<file path="src/sv/alst_pkg.sv">
package alst_pkg;

  localparam int KIND_W   = 3;
  localparam int POS_W    = 9;
  localparam int WORD_W   = 32;
  localparam int COUNT_W  = 9;
  localparam int STATUS_W = 2;

  localparam logic [KIND_W-1:0] KIND_APPEND = 3'd0;
  localparam logic [KIND_W-1:0] KIND_INSERT = 3'd1;
  localparam logic [KIND_W-1:0] KIND_REMOVE = 3'd2;
  localparam logic [KIND_W-1:0] KIND_SET    = 3'd3;
  localparam logic [KIND_W-1:0] KIND_GET    = 3'd4;

  localparam logic [STATUS_W-1:0] ST_OK    = 2'd0;
  localparam logic [STATUS_W-1:0] ST_RANGE = 2'd1;
  localparam logic [STATUS_W-1:0] ST_FULL  = 2'd2;

  localparam logic [WORD_W-1:0] WORD_ERR = '1;

  typedef enum logic [2:0] {
    S_IDLE,
    S_SHUP,
    S_SHDN,
    S_RDWAIT,
    S_DONE
  } alst_state_t;

endpackage

</file>
<file path="src/sv/alst_seq.sv">
module alst_seq #(
  parameter int CAPACITY = 256,
  parameter int AW       = 8,
  parameter int CW       = 9
) (
  input  logic                          clk,
  input  logic                          rst_n,
  input  logic                          in_valid,
  output logic                          in_stall,
  input  logic [alst_pkg::KIND_W-1:0]   in_kind,
  input  logic [alst_pkg::POS_W-1:0]    in_position,
  input  logic [alst_pkg::WORD_W-1:0]   in_item,
  output logic                          out_valid,
  input  logic                          out_stall,
  output logic [alst_pkg::WORD_W-1:0]   out_read_data,
  output logic [alst_pkg::COUNT_W-1:0]  out_count,
  output logic [alst_pkg::STATUS_W-1:0] out_status,
  output logic                          mem_we,
  output logic [AW-1:0]                 mem_waddr,
  output logic [alst_pkg::WORD_W-1:0]   mem_wdata,
  output logic                          mem_re,
  output logic [AW-1:0]                 mem_raddr,
  input  logic [alst_pkg::WORD_W-1:0]   mem_rdata
);
  import alst_pkg::*;

  localparam int XW = (CW > POS_W) ? CW : POS_W;
  localparam logic [CW-1:0] CAP_C = CW'(CAPACITY);

  alst_state_t state_r, state_nxt;

  logic [CW-1:0]       cnt_r, cnt_nxt;
  logic [CW-1:0]       idx_r, idx_nxt;
  logic [AW-1:0]       pos_r, pos_nxt;
  logic [WORD_W-1:0]   item_r, item_nxt;
  logic                pend_r, pend_nxt;
  logic [AW-1:0]       pend_addr_r, pend_addr_nxt;
  logic [WORD_W-1:0]   rd_r, rd_nxt;
  logic [STATUS_W-1:0] status_r, status_nxt;
  logic                out_valid_r, out_valid_nxt;
  logic [WORD_W-1:0]   out_read_data_r;
  logic [COUNT_W-1:0]  out_count_r;
  logic [STATUS_W-1:0] out_status_r;

  logic          accept;
  logic          full;
  logic          pos_le_n;
  logic          pos_lt_n;
  logic          up_issue;
  logic          dn_issue;
  logic          out_load;
  logic [XW-1:0] pos_x;
  logic [XW-1:0] n_x;
  logic [CW-1:0] idx_inc;

  assign in_stall = (state_r != S_IDLE);
  assign accept   = in_valid && !in_stall;
  assign pos_x    = XW'(in_position);
  assign n_x      = XW'(cnt_r);
  assign pos_le_n = (pos_x <= n_x);
  assign pos_lt_n = (pos_x < n_x);
  assign full     = (cnt_r == CAP_C);
  assign idx_inc  = idx_r + CW'(1);
  assign up_issue = (idx_r > CW'(pos_r));
  assign dn_issue = (idx_inc < cnt_r);
  assign out_load = (state_r == S_DONE) && (!out_valid_r || !out_stall);

  // next state
  always_comb begin
    state_nxt = state_r;
    case (state_r)
      S_IDLE: begin
        if (accept) begin
          state_nxt = S_DONE;
          case (in_kind)
            KIND_INSERT: if (pos_le_n && !full) state_nxt = S_SHUP;
            KIND_REMOVE: if (pos_lt_n) state_nxt = S_SHDN;
            KIND_GET:    if (pos_lt_n) state_nxt = S_RDWAIT;
            default:     state_nxt = S_DONE;
          endcase
        end
      end
      S_SHUP:   if (!up_issue && !pend_r) state_nxt = S_DONE;
      S_SHDN:   if (!dn_issue && !pend_r) state_nxt = S_DONE;
      S_RDWAIT: state_nxt = S_DONE;
      S_DONE:   if (out_load) state_nxt = S_IDLE;
      default:  state_nxt = S_IDLE;
    endcase
  end

  // datapath and memory control
  always_comb begin
    cnt_nxt       = cnt_r;
    idx_nxt       = idx_r;
    pos_nxt       = pos_r;
    item_nxt      = item_r;
    pend_nxt      = 1'b0;
    pend_addr_nxt = pend_addr_r;
    rd_nxt        = rd_r;
    status_nxt    = status_r;
    mem_we        = 1'b0;
    mem_waddr     = pend_addr_r;
    mem_wdata     = mem_rdata;
    mem_re        = 1'b0;
    mem_raddr     = pos_r;
    case (state_r)
      S_IDLE: begin
        if (accept) begin
          pos_nxt    = AW'(in_position);
          item_nxt   = in_item;
          rd_nxt     = '0;
          status_nxt = ST_OK;
          case (in_kind)
            KIND_APPEND: begin
              if (full) begin
                status_nxt = ST_FULL;
              end else begin
                mem_we    = 1'b1;
                mem_waddr = AW'(cnt_r);
                mem_wdata = in_item;
                cnt_nxt   = cnt_r + CW'(1);
              end
            end
            KIND_INSERT: begin
              if (!pos_le_n) begin
                status_nxt = ST_RANGE;
              end else if (full) begin
                status_nxt = ST_FULL;
              end else begin
                idx_nxt = cnt_r;
              end
            end
            KIND_REMOVE: begin
              if (!pos_lt_n) begin
                status_nxt = ST_RANGE;
              end else begin
                idx_nxt = CW'(in_position);
              end
            end
            KIND_SET: begin
              if (!pos_lt_n) begin
                status_nxt = ST_RANGE;
              end else begin
                mem_we    = 1'b1;
                mem_waddr = AW'(in_position);
                mem_wdata = in_item;
              end
            end
            KIND_GET: begin
              if (!pos_lt_n) begin
                status_nxt = ST_RANGE;
                rd_nxt     = WORD_ERR;
              end else begin
                mem_re    = 1'b1;
                mem_raddr = AW'(in_position);
              end
            end
            default: status_nxt = ST_OK;
          endcase
        end
      end
      S_SHUP: begin
        if (pend_r) begin
          mem_we = 1'b1;
        end else if (!up_issue) begin
          mem_we    = 1'b1;
          mem_waddr = pos_r;
          mem_wdata = item_r;
          cnt_nxt   = cnt_r + CW'(1);
        end
        if (up_issue) begin
          mem_re        = 1'b1;
          mem_raddr     = AW'(idx_r - CW'(1));
          pend_nxt      = 1'b1;
          pend_addr_nxt = AW'(idx_r);
          idx_nxt       = idx_r - CW'(1);
        end
      end
      S_SHDN: begin
        mem_we = pend_r;
        if (dn_issue) begin
          mem_re        = 1'b1;
          mem_raddr     = AW'(idx_inc);
          pend_nxt      = 1'b1;
          pend_addr_nxt = AW'(idx_r);
          idx_nxt       = idx_inc;
        end else if (!pend_r) begin
          cnt_nxt = cnt_r - CW'(1);
        end
      end
      S_RDWAIT: rd_nxt = mem_rdata;
      default: begin
      end
    endcase
  end

  always_comb begin
    out_valid_nxt = out_valid_r;
    if (out_load) begin
      out_valid_nxt = 1'b1;
    end else if (out_valid_r && !out_stall) begin
      out_valid_nxt = 1'b0;
    end
  end

  always_ff @(posedge clk) begin
    if (!rst_n) begin
      state_r     <= S_IDLE;
      cnt_r       <= '0;
      pend_r      <= 1'b0;
      out_valid_r <= 1'b0;
    end else begin
      state_r     <= state_nxt;
      cnt_r       <= cnt_nxt;
      pend_r      <= pend_nxt;
      out_valid_r <= out_valid_nxt;
    end
  end

  always_ff @(posedge clk) begin
    idx_r       <= idx_nxt;
    pos_r       <= pos_nxt;
    item_r      <= item_nxt;
    pend_addr_r <= pend_addr_nxt;
    rd_r        <= rd_nxt;
    status_r    <= status_nxt;
    if (out_load) begin
      out_read_data_r <= rd_r;
      out_count_r     <= COUNT_W'(cnt_r);
      out_status_r    <= status_r;
    end
  end

  assign out_valid     = out_valid_r;
  assign out_read_data = out_read_data_r;
  assign out_count     = out_count_r;
  assign out_status    = out_status_r;

  a_cnt_bound: assert property (@(posedge clk) disable iff (!rst_n)
    cnt_r <= CAP_C)
    else $error("entry count above capacity");

  a_cnt_step: assert property (@(posedge clk) disable iff (!rst_n)
    ($past(rst_n) && (cnt_r != $past(cnt_r))) |->
      ((cnt_r == $past(cnt_r) + CW'(1)) || (cnt_r == $past(cnt_r) - CW'(1))))
    else $error("entry count moved by more than one");

  a_pend_shift: assert property (@(posedge clk) disable iff (!rst_n)
    pend_r |-> ((state_r == S_SHUP) || (state_r == S_SHDN)))
    else $error("pending move outside a shift");

  a_out_from_done: assert property (@(posedge clk) disable iff (!rst_n)
    ($past(rst_n) && $rose(out_valid_r)) |-> ($past(state_r) == S_DONE))
    else $error("result raised outside completion");

endmodule
</file>
<file path="config.mk">
export PLATFORM = sky130hd
export DESIGN_NAME = alst_seq
export DESIGN_NICKNAME = d
export VERILOG_FILES = /design/src/sv/alst_pkg.sv /design/src/sv/alst_seq.sv
export SDC_FILE = /design/constraint.sdc
export NUM_CORES = 1
export LEC_CHECK = 0
export BUFFER_PORTS_ARGS = -buffer_cell sky130_fd_sc_hd__buf_2
export CAP_MARGIN = 5
export CORE_AREA = 8 8 128 130
export CTS_CLUSTER_SIZE = 28
export DETAILED_ROUTE_END_ITERATION = 16
export DIE_AREA = 0 0 136 138
export PLACE_DENSITY = 0.78
export SYNTH_ARGS = -nofsm -noshare
export SYNTH_HDL_FRONTEND = slang
export SYNTH_SLANG_ARGS = --single-unit
</file>
<file path="constraint.sdc">
create_clock -name clk -period 4.59 [get_ports clk]
set_input_delay 0.459 -clock clk [delete_from_list [all_inputs] [get_ports clk]]
set_output_delay 0.459 -clock clk [all_outputs]
set_load 0.01 [all_outputs]
</file>
# Word-level counts from Yosys, hierarchy flattened
# Index checks and enable logic that the tools add are counted.
# Widths: inputs -> output; s select.
# totals
register_bits,148
input_bits,80
out_inout_bits,95
elab_cells,145
# classes
n_addsub,4
n_lt_le_gt_ge,4
eq_ne,25
n_mux,71
reduce_logical,28
# ops
operator,count
$mux 32,8
$pmux 32 s2,3
$mux 9,13
$mux 8,12
$pmux 9 s3,2
$pmux 8 s2,3
$pmux 8 s3,1
$ne 2x2->1 const B,11
$mux 3,7
$add 9x1->9 const B,2
$lt 9x9->1,2
$pmux 9 s2,1
$sub 9x1->9 const B,2
$reduce_and 8->1,2
$pmux 3 s5,1
$eq 3x2->1 const B,4
$mux 1,12
$eq 9x9->1 const B,1
$gt 9x8->1,1
$le 9x9->1,1
$ne 3x3->1 const B,3
$pmux 3 s3,1
$logic_not 1->1,7
$eq 3x1->1 const B,2
16 further kinds,30

# Logic depth before layout (Yosys ltp)
# Gate-level depths: netlist of run 1.
# logic_depth
word_depth,7
mapped_depth,15
depth_no_buf,12

# Least setup slack after synthesis of run 1
# No wires, ideal clock.
# synth_path
kind,flip-flop to output port
startpoint,reg state_r[0]
endpoint,out mem_raddr[2]
arrival_ns,3.230
required_ns,4.131
setup_slack_ns,0.901
stages_incl_launch_ff,10
n_path_buf,2
path_cell_list,dfxtp_1 buf_6 nor3_4 and2_2 clkbuf_1 nand2_1 or4_1 nand3_1 o2111ai_1 a22o_1
# synth_via
elab_chain_cells,5
word_cells_on_any_way,8
cone_classes,eq/ne (2); mux (2); reduce/logical (4)
# synth_lines
item,line,rtl
from (decl),alst_seq.sv:30,"alst_state_t state_r, state_nxt;"
from (signal assigned),alst_seq.sv:213,state_r <= state_nxt;
$reduce_bool 3->1,alst_seq.sv:56,assign in_stall = (state_r != S_IDLE);
$logic_not 1->1,alst_seq.sv:57,assign accept = in_valid && !in_stall;
$logic_and 1x1->1,alst_seq.sv:57,
$mux 8,alst_seq.sv:108,if (accept) begin
$pmux 8 s3 (*),alst_seq.sv:106,case (state_r)
to (decl),alst_seq.sv:22,"output logic [AW-1:0] mem_raddr,"
# Mark *: on every way between the ends. The rest lies on a longest branch, timed or not.

# Worst setup path after layout of run 1
# layout_path
startpoint,reg idx_r[2]
endpoint,out mem_raddr[0]
# layout_via
elab_chain_cells,4
word_cells_on_any_way,6
cone_classes,add/sub (1); order compare (2); mux (3)
# layout_lines
item,line,rtl
from (decl),alst_seq.sv:33,"logic [CW-1:0] idx_r, idx_nxt;"
from (signal assigned),alst_seq.sv:221,idx_r <= idx_nxt;
$add 9x1->9,alst_seq.sv:63,assign idx_inc = idx_r + CW'(1);
$lt 9x9->1,alst_seq.sv:65,assign dn_issue = (idx_inc < cnt_r);
$mux 8,alst_seq.sv:181,if (dn_issue) begin
$pmux 8 s3 (*),alst_seq.sv:106,
# Marks and branches as above.

==> impl_metrics.py, run 1 <==
metrics = {
    "min_path": {
        "hold_path_end": "item_r[17]$_DFFE_PP_",
        "hold_start": "in_item[17]",
        "hp-class": "primary input to register",
        "hold_path_depth": 1,
    },
    "clock_tree": {
        "cts_tree": "done",
        "cts-root-buf": "clkbuf_16",
        "h-tree-depth": 4,
        "cts_max_path_buffers": 2,
        "clock_sinks": 148,
        "worstSkewPairLatency_ps": 430,
        "postCtsSetupRepairBufs": 0,
        "cts_made_buffers": 17,
        "cts_resized": 0,
        "postCtsHoldBufs": 0,
        "clk_pin_slew_worst_paths_ps": 60,
    },
    "global_routing": {
        "antenna_found_initial": 0,
        "grt_max_degree": 41,
        "gr-total-overflow": 0,
        "grt_pass1_wl_um": 35300,
        "grt_pass1_vias": 6295,
        "grt.total_usage_pct": 24.2,
    },
    "critical_path": {
        "timing.critical_path.slowest_stage_cell": "edfxtp_1",
        "path_max_fanout": 12,
        "cp.arrival_ps": 3820,
        "r2r_cells": 14,
        "worstSetupStartpointType": "register",
        "required_ps": 4130,
        "reg2reg_to": "cnt_r[2]$_SDFFE_PN0P_",
        "path_cells": "and3_1, and2_1, nand4_1, xnor2_1, ha_1, nand2_1, nor2_1, a211oi_1, and3_1, a211oi_1, a21oi_2, o221ai_1, buf_2",
        "crit_type": "register to output pin",
        "worstSetupEndpointType": "output pin",
        "rr_startpoint": "idx_r[2]$_DFFE_PP_",
        "cpPeakStageDelay_ps": 620,
        "ff2ff_setup_slack_ps": 1110,
    },
    "drt": {
        "drt_first_pass_iters": 5,
        "first_iter_violations": 503,
        "drc_errors": 0,
        "viasPerCell": 6.13,
        "ant_nets": 0,
        "wirelength_um": 23000,
        "num_vias": 6250,
        "wire_per_inst_um": 22.6,
    },
    "logic_synthesis": {
        "mappedNetlistNets": 768,
        "synthArstFlopShare_pct": 0,
        "syn_inst": 653,
        "ys.flop_type": "edfxtp_1",
        "synth_area_mm2": 0.00769,
        "synth_edf_count": 134,
        "syn_avg_cell_area_um2": 11.8,
        "yosys.area.top_type": "edfxtp_1",
        "synth_cell_types": 72,
        "yosysWarnings": 0,
        "synth-seq-cells": 148,
        "yosys-top-cells-area": "edfxtp_1 (52%), ha_1 (5.5%), dfxtp_1 (3.6%)",
        "synth_top_area_share_pct": 52.3,
        "synth.yosys.seq_area_share_pct": 56.0,
    },
    "finish": {
        "drive_gt1_share_pct": 28.7,
        "n_fill_cell": 1123,
        "finish.utilization_pct": 64.8,
        "diodes": 0,
        "nets": 937,
        "area_growth_pct": 20.6,
    },
    "power_and_ir_drop": {
        "p_leak_uw": 0.00401,
        "comb_power_share_pct": 15.4,
        "finalPower_uw": 3520,
        "pwr-share-seq_pct": 46.6,
        "switchingPower_uw": 971,
        "p_int_uw": 2540,
        "powerDensity_mw_per_mm2": 379,
        "swShare_pct": 27.6,
        "pwr-share-clk_pct": 38.0,
        "vdd_drop_max_mv": 0.269,
    },
    "floorplan": {
        "design.die.area_mm2": 0.0188,
        "start_util_pct": 53.7,
        "ios": 175,
        "fp.dieH_um": 138,
        "die_x_um": 136,
        "core_area_mm2": 0.0143,
        "num_rows": 44,
    },
    "run_status": {
        "status": "complete, no violations",
    },
    "sta": {
        "post-route-period-util_pct": 93.2,
        "setup_viol": 0,
        "tns_ps": 0,
        "grt_setup_unrepaired": "no",
        "hold_slack_ps": 230,
        "period_needed_ps": 4280,
        "hold_viol": 0,
        "slew_headroom_pct": 26.5,
        "tightest_slew_ps": 1100,
        "skew_ps": 11.5,
        "fmax_ghz": 0.234,
        "slew_viol_final": 0,
    },
    "placed_design": {
        "io_buffers": 174,
        "hpwl_um": 17000,
        "place.gp.congestion": 0.953,
    },
    "job": {
        "maxCapViolations": 0,
    },
}
critical path: cells and delay by family (launching register included):
kind	cells	cell delay, ps
compound gates	4	1050
buf+inv	1	180
fa+ha+maj	1	310
simple gates	6	930
flops	1	620
xor+xnor	1	310
final cells by class:
cell class	instances	area [um2]	share of cell area, %
tap	184	230	2.48
inverter	58	218	2.35
clock inverter	15	149	1.61
clock buffer	17	425	4.59
multi-input combinational	414	3010	32.5
timing repair buffer	183	938	10.1
sequential	148	4300	46.4
Yosys cell counts, types with 15 or more instances:
| library cell | n |
|---|---|
| a22oi_1 | 34 |
| a21oi_1 | 24 |
| nand2_1 | 33 |
| xnor2_1 | 16 |
| mux2i_1 | 15 |
| edfxtp_1 | 134 |
| o21ai_0 | 41 |
| inv_1 | 57 |
| a21o_1 | 34 |
| nand3_1 | 15 |
| clkbuf_1 | 20 |
| ha_1 | 34 |
| nor2_1 | 30 |
layout by cell type, fill, tap and decap left out, types with 10 or more instances in the layout:
master and count:
nand2_1 33, a21o_1 34, dfxtp_1 14, a22oi_1 34, nand3_1 15, nor2_1 30, xnor2_1 16, o21ai_0 41
edfxtp_1 134, inv_1 57, mux2i_1 15, a221o_1 10, a21oi_1 22, buf_2 174, ha_1 34, clkbuf_16 17
registers in the layout (all words and copies together) (netlist names):
name / count
rd_r: 32
item_r: 32
out_valid: 1
pend_addr_r: 8
out_status: 2
idx_r: 9
pos_r: 8
state_r: 3
pend_r: 1
cnt_r: 9
out_count: 9
status_r: 2
out_read_data: 32
logic make-up after synthesis:
family | Yosys count | synth area share [%]
muxes | 15 | 1.95
adders and majority gates | 36 | 5.92
and+or+nand+nor | 136 | 9.37
xor gates and xnor gates | 22 | 2.51
buffers and inverters | 91 | 5.13
AOI/OAI and AO/OA | 205 | 19.2
DFF | 148 | 56.0
metrics by stage:
| step | std cells | instance area, um2 | setup WS [ps] |
|---|---|---|---|
| 2_1_floorplan | 653 | 7690 | 901 |
| 3_3_place_gp | 987 | 8700 | 602 |
| 3_5_place_dp | 987 | 8700 | 641 |
| 4_1_cts | 1019 | 9270 | 160 |
| 5_1_grt | 1019 | 9280 | 101 |
| 6_report | 1019 | 9280 | 313 |
worst max-delay path by stage:
stage / slack (ps) / cells after the start / from / endpoint
detailed placement: 640 / 13 / idx_r[2]$_DFFE_PP_ / mem_raddr[0]
floorplan: 900 / 9 / state_r[0]$_SDFFE_PN0P_ / mem_raddr[2]
global route: 100 / 12 / idx_r[0]$_DFFE_PP_ / mem_raddr[0]
finish: 310 / 13 / idx_r[2]$_DFFE_PP_ / mem_raddr[0]
CTS: 160 / 13 / idx_r[2]$_DFFE_PP_ / mem_raddr[0]
global placement: 600 / 12 / idx_r[0]$_DFFE_PP_ / mem_raddr[0]
routing by layer:
layer	global-route usage (%)	share of wire (%)
met5	0	0
met4	10.9	3.3
met3	6.56	10
met2	39.9	48
met1	29.0	38
power groups by stage:
stage | registers, uW | clock network [uW] | logic [uW]
5_1_grt | 1650 | 1420 | 588
2_1_floorplan | 1660 | 0 | 305
3_5_place_dp | 1670 | 0 | 535
3_3_place_gp | 1660 | 0 | 521
4_1_cts | 1640 | 1360 | 539
6_report | 1640 | 1340 | 540
Power figures use the tool's default switching activity.
==> run 2: changes to the inputs <==
--- a/config.mk
+++ b/config.mk
@@ -8,6 +8,7 @@
 export BUFFER_PORTS_ARGS = -buffer_cell sky130_fd_sc_hd__buf_2
 export CAP_MARGIN = 5
 export CORE_AREA = 8 8 128 130
+export CTS_BUF_LIST = sky130_fd_sc_hd__clkbuf_4
 export CTS_CLUSTER_SIZE = 28
 export DETAILED_ROUTE_END_ITERATION = 16
 export DIE_AREA = 0 0 136 138
==> run 2 against run 1 <==
Against the previous run:
- die area did not move
- wire length shrank 0.32%
- final cell count rose by 1.1%
- largest cell class unchanged
- critical path type unchanged
- clock-buffer cell count is the same
- highest routed layer unchanged
- largest power group unchanged
==> impl_metrics.py, run 2 (synthesis gave the netlist of run 1 again) <==
metrics = {
    "placed_design": {
        "hpwl_um": 17000,
        "placed_cell_area_mm2": 0.00870,
        "place.gp.congestion": 0.953,
        "post-place-ws_ps": 641,
        "dpl.cell_count": 987,
        "io_buffers": 174,
    },
    "sta": {
        "skew_ps": 28.7,
        "hold_viol": 0,
        "tightest_slew_ps": 1110,
        "post-route-period-util_pct": 95.2,
        "slew_headroom_pct": 25.8,
        "grt_setup_unrepaired": "no",
        "setup_viol": 0,
        "fmax_ghz": 0.229,
        "period_needed_ps": 4370,
        "tns_ps": 0,
        "layout_setup_ws_ps": 221,
        "slew_viol_final": 0,
    },
    "floorplan": {
        "core_area_mm2": 0.0143,
        "start_util_pct": 53.7,
        "design.die.area_mm2": 0.0188,
        "die_x_um": 136,
        "num_rows": 44,
        "fp.dieH_um": 138,
        "ios": 175,
    },
    "job": {
        "maxCapViolations": 0,
    },
    "clock_tree": {
        "cts_made_buffers": 17,
        "clock_sinks": 148,
        "cts_tree": "done",
        "cts-root-buf": "clkbuf_4",
        "h-tree-depth": 4,
        "worstSkewPairLatency_ps": 570,
        "clk_pin_slew_worst_paths_ps": 150,
        "cts_max_path_buffers": 2,
    },
    "global_routing": {
        "grt_max_degree": 41,
        "grt.total_usage_pct": 24.0,
        "antenna_found_initial": 1,
        "grt_pass1_wl_um": 34900,
        "gr-total-overflow": 0,
        "grt_pass1_vias": 6262,
    },
    "min_path": {
        "hp-class": "primary input to register",
        "hold_path_end": "item_r[28]$_DFFE_PP_",
        "hold_path_depth": 1,
        "hold_start": "in_item[28]",
    },
    "drt": {
        "first_iter_violations": 556,
        "drt_first_pass_iters": 6,
        "wirelength_um": 22900,
        "num_vias": 6259,
        "viasPerCell": 6.08,
        "drc_errors": 0,
        "ant_nets": 0,
        "wire_per_inst_um": 22.3,
    },
    "power_and_ir_drop": {
        "swShare_pct": 30.4,
        "pwr-share-clk_pct": 26.6,
        "comb_power_share_pct": 18.4,
        "powerDensity_mw_per_mm2": 329,
        "vdd_drop_max_mv": 0.182,
        "p_int_uw": 2070,
        "p_leak_uw": 0.00392,
        "switchingPower_uw": 905,
        "pwr-share-seq_pct": 54.9,
    },
    "critical_path": {
        "rr_startpoint": "idx_r[2]$_DFFE_PP_",
        "r2r_cells": 14,
        "worstSetupEndpointType": "output pin",
        "ff2ff_setup_slack_ps": 1150,
        "worstSetupStartpointType": "register",
        "cp.arrival_ps": 3910,
        "required_ps": 4130,
        "reg2reg_to": "cnt_r[2]$_SDFFE_PN0P_",
        "crit_type": "register to output pin",
        "path_max_fanout": 9,
    },
    "finish": {
        "nets": 946,
        "layout.cells.most_common": "buf_2",
        "n_fill_cell": 1157,
        "area_growth_pct": 17.8,
        "drive_gt1_share_pct": 29.5,
        "final_cell_area_mm2": 0.00905,
        "multiInputGateArea_mm2": 0.00301,
        "layout.cells.non_filler": 1030,
        "layout_common_cells": "buf_2 (174), edfxtp_1 (134), inv_1 (57)",
        "seqCellArea_mm2": 0.00430,
    },
    "run_status": {
        "status": "complete, no violations",
    },
}
run 2: cell count changes in the layout (fill, tap and decap cells not counted):
cell       change
diode_2        +2
clkbuf_4      +17
clkbuf_16     -17
buf_6          +1
buf_4          +8
run 2: metal layers:
metal | wire length (um) | GRT usage [%] | vias up
met5 | 0 | 0 | -
met4 | 701 | 9.83 | 0
li1 | - | - | 2852
met2 | 11100 | 39.8 | 347
met1 | 8880 | 28.7 | 3000
met3 | 2260 | 6.49 | 60
run 2: critical path, cell delays in order, from the launching register on:
cell      delay, ps
edfxtp_1        580
and3_1          250
and2_1          180
nand4_1         120
xnor2_1         310
ha_1            310
nand2_1          70
nor2_1           40
a211oi_1        430
and3_1          250
a211oi_1         80
a21oi_2         360
o221ai_1        190
buf_2           170
run 2: metrics by stage:
stage | utilization (%) | power [uW] | hold WS (ps)
3_5_place_dp | 60.8 | 2200 | 405
5_1_grt | 63.2 | 3110 | 22.1
4_1_cts | 62.7 | 2990 | 43.6
6_report | 63.3 | 2980 | 77.2
3_3_place_gp | 60.8 | 2180 | 401
2_1_floorplan | - | 1970 | 400
run 2: final cells by class:
type | instances | share of cell area [%]
Sequential cell | 148 | 47.5
Multi-Input combinational cell | 414 | 33.3
Timing Repair Buffer | 192 | 11.2
Tap cell | 184 | 2.54
Inverter | 58 | 2.40
Clock inverter | 15 | 1.64
Clock buffer | 17 | 1.41
Antenna cell | 2 | 0.0553
run 2: how the worst max path moves through the flow:
| stage | start | end | slack, ps | depth (start not counted) |
|---|---|---|---|---|
| 5_1_grt | cnt_r[4]$_SDFFE_PN0P_ | mem_wdata[11] | 10 | 10 |
| 2_1_floorplan | state_r[0]$_SDFFE_PN0P_ | mem_raddr[2] | 900 | 9 |
| 4_1_cts | idx_r[2]$_DFFE_PP_ | mem_raddr[0] | 180 | 13 |
| 3_3_place_gp | idx_r[0]$_DFFE_PP_ | mem_raddr[0] | 600 | 12 |
| 3_5_place_dp | idx_r[2]$_DFFE_PP_ | mem_raddr[0] | 640 | 13 |
| 6_report | idx_r[2]$_DFFE_PP_ | mem_raddr[0] | 220 | 13 |
run 2: power by group through the flow:
stage / clock network, uW / logic (uW) / registers [uW]
3_5_place_dp: 0 / 535 / 1670
6_report: 792 / 549 / 1640
4_1_cts: 813 / 538 / 1640
2_1_floorplan: 0 / 305 / 1660
5_1_grt: 867 / 597 / 1640
3_3_place_gp: 0 / 521 / 1660
run 2: repair_timing:
action,CTS,global route
gates resized for setup,1,1
endpoints found under the setup margin,1,7
hold buffers,0,0
setup buffers,0,9
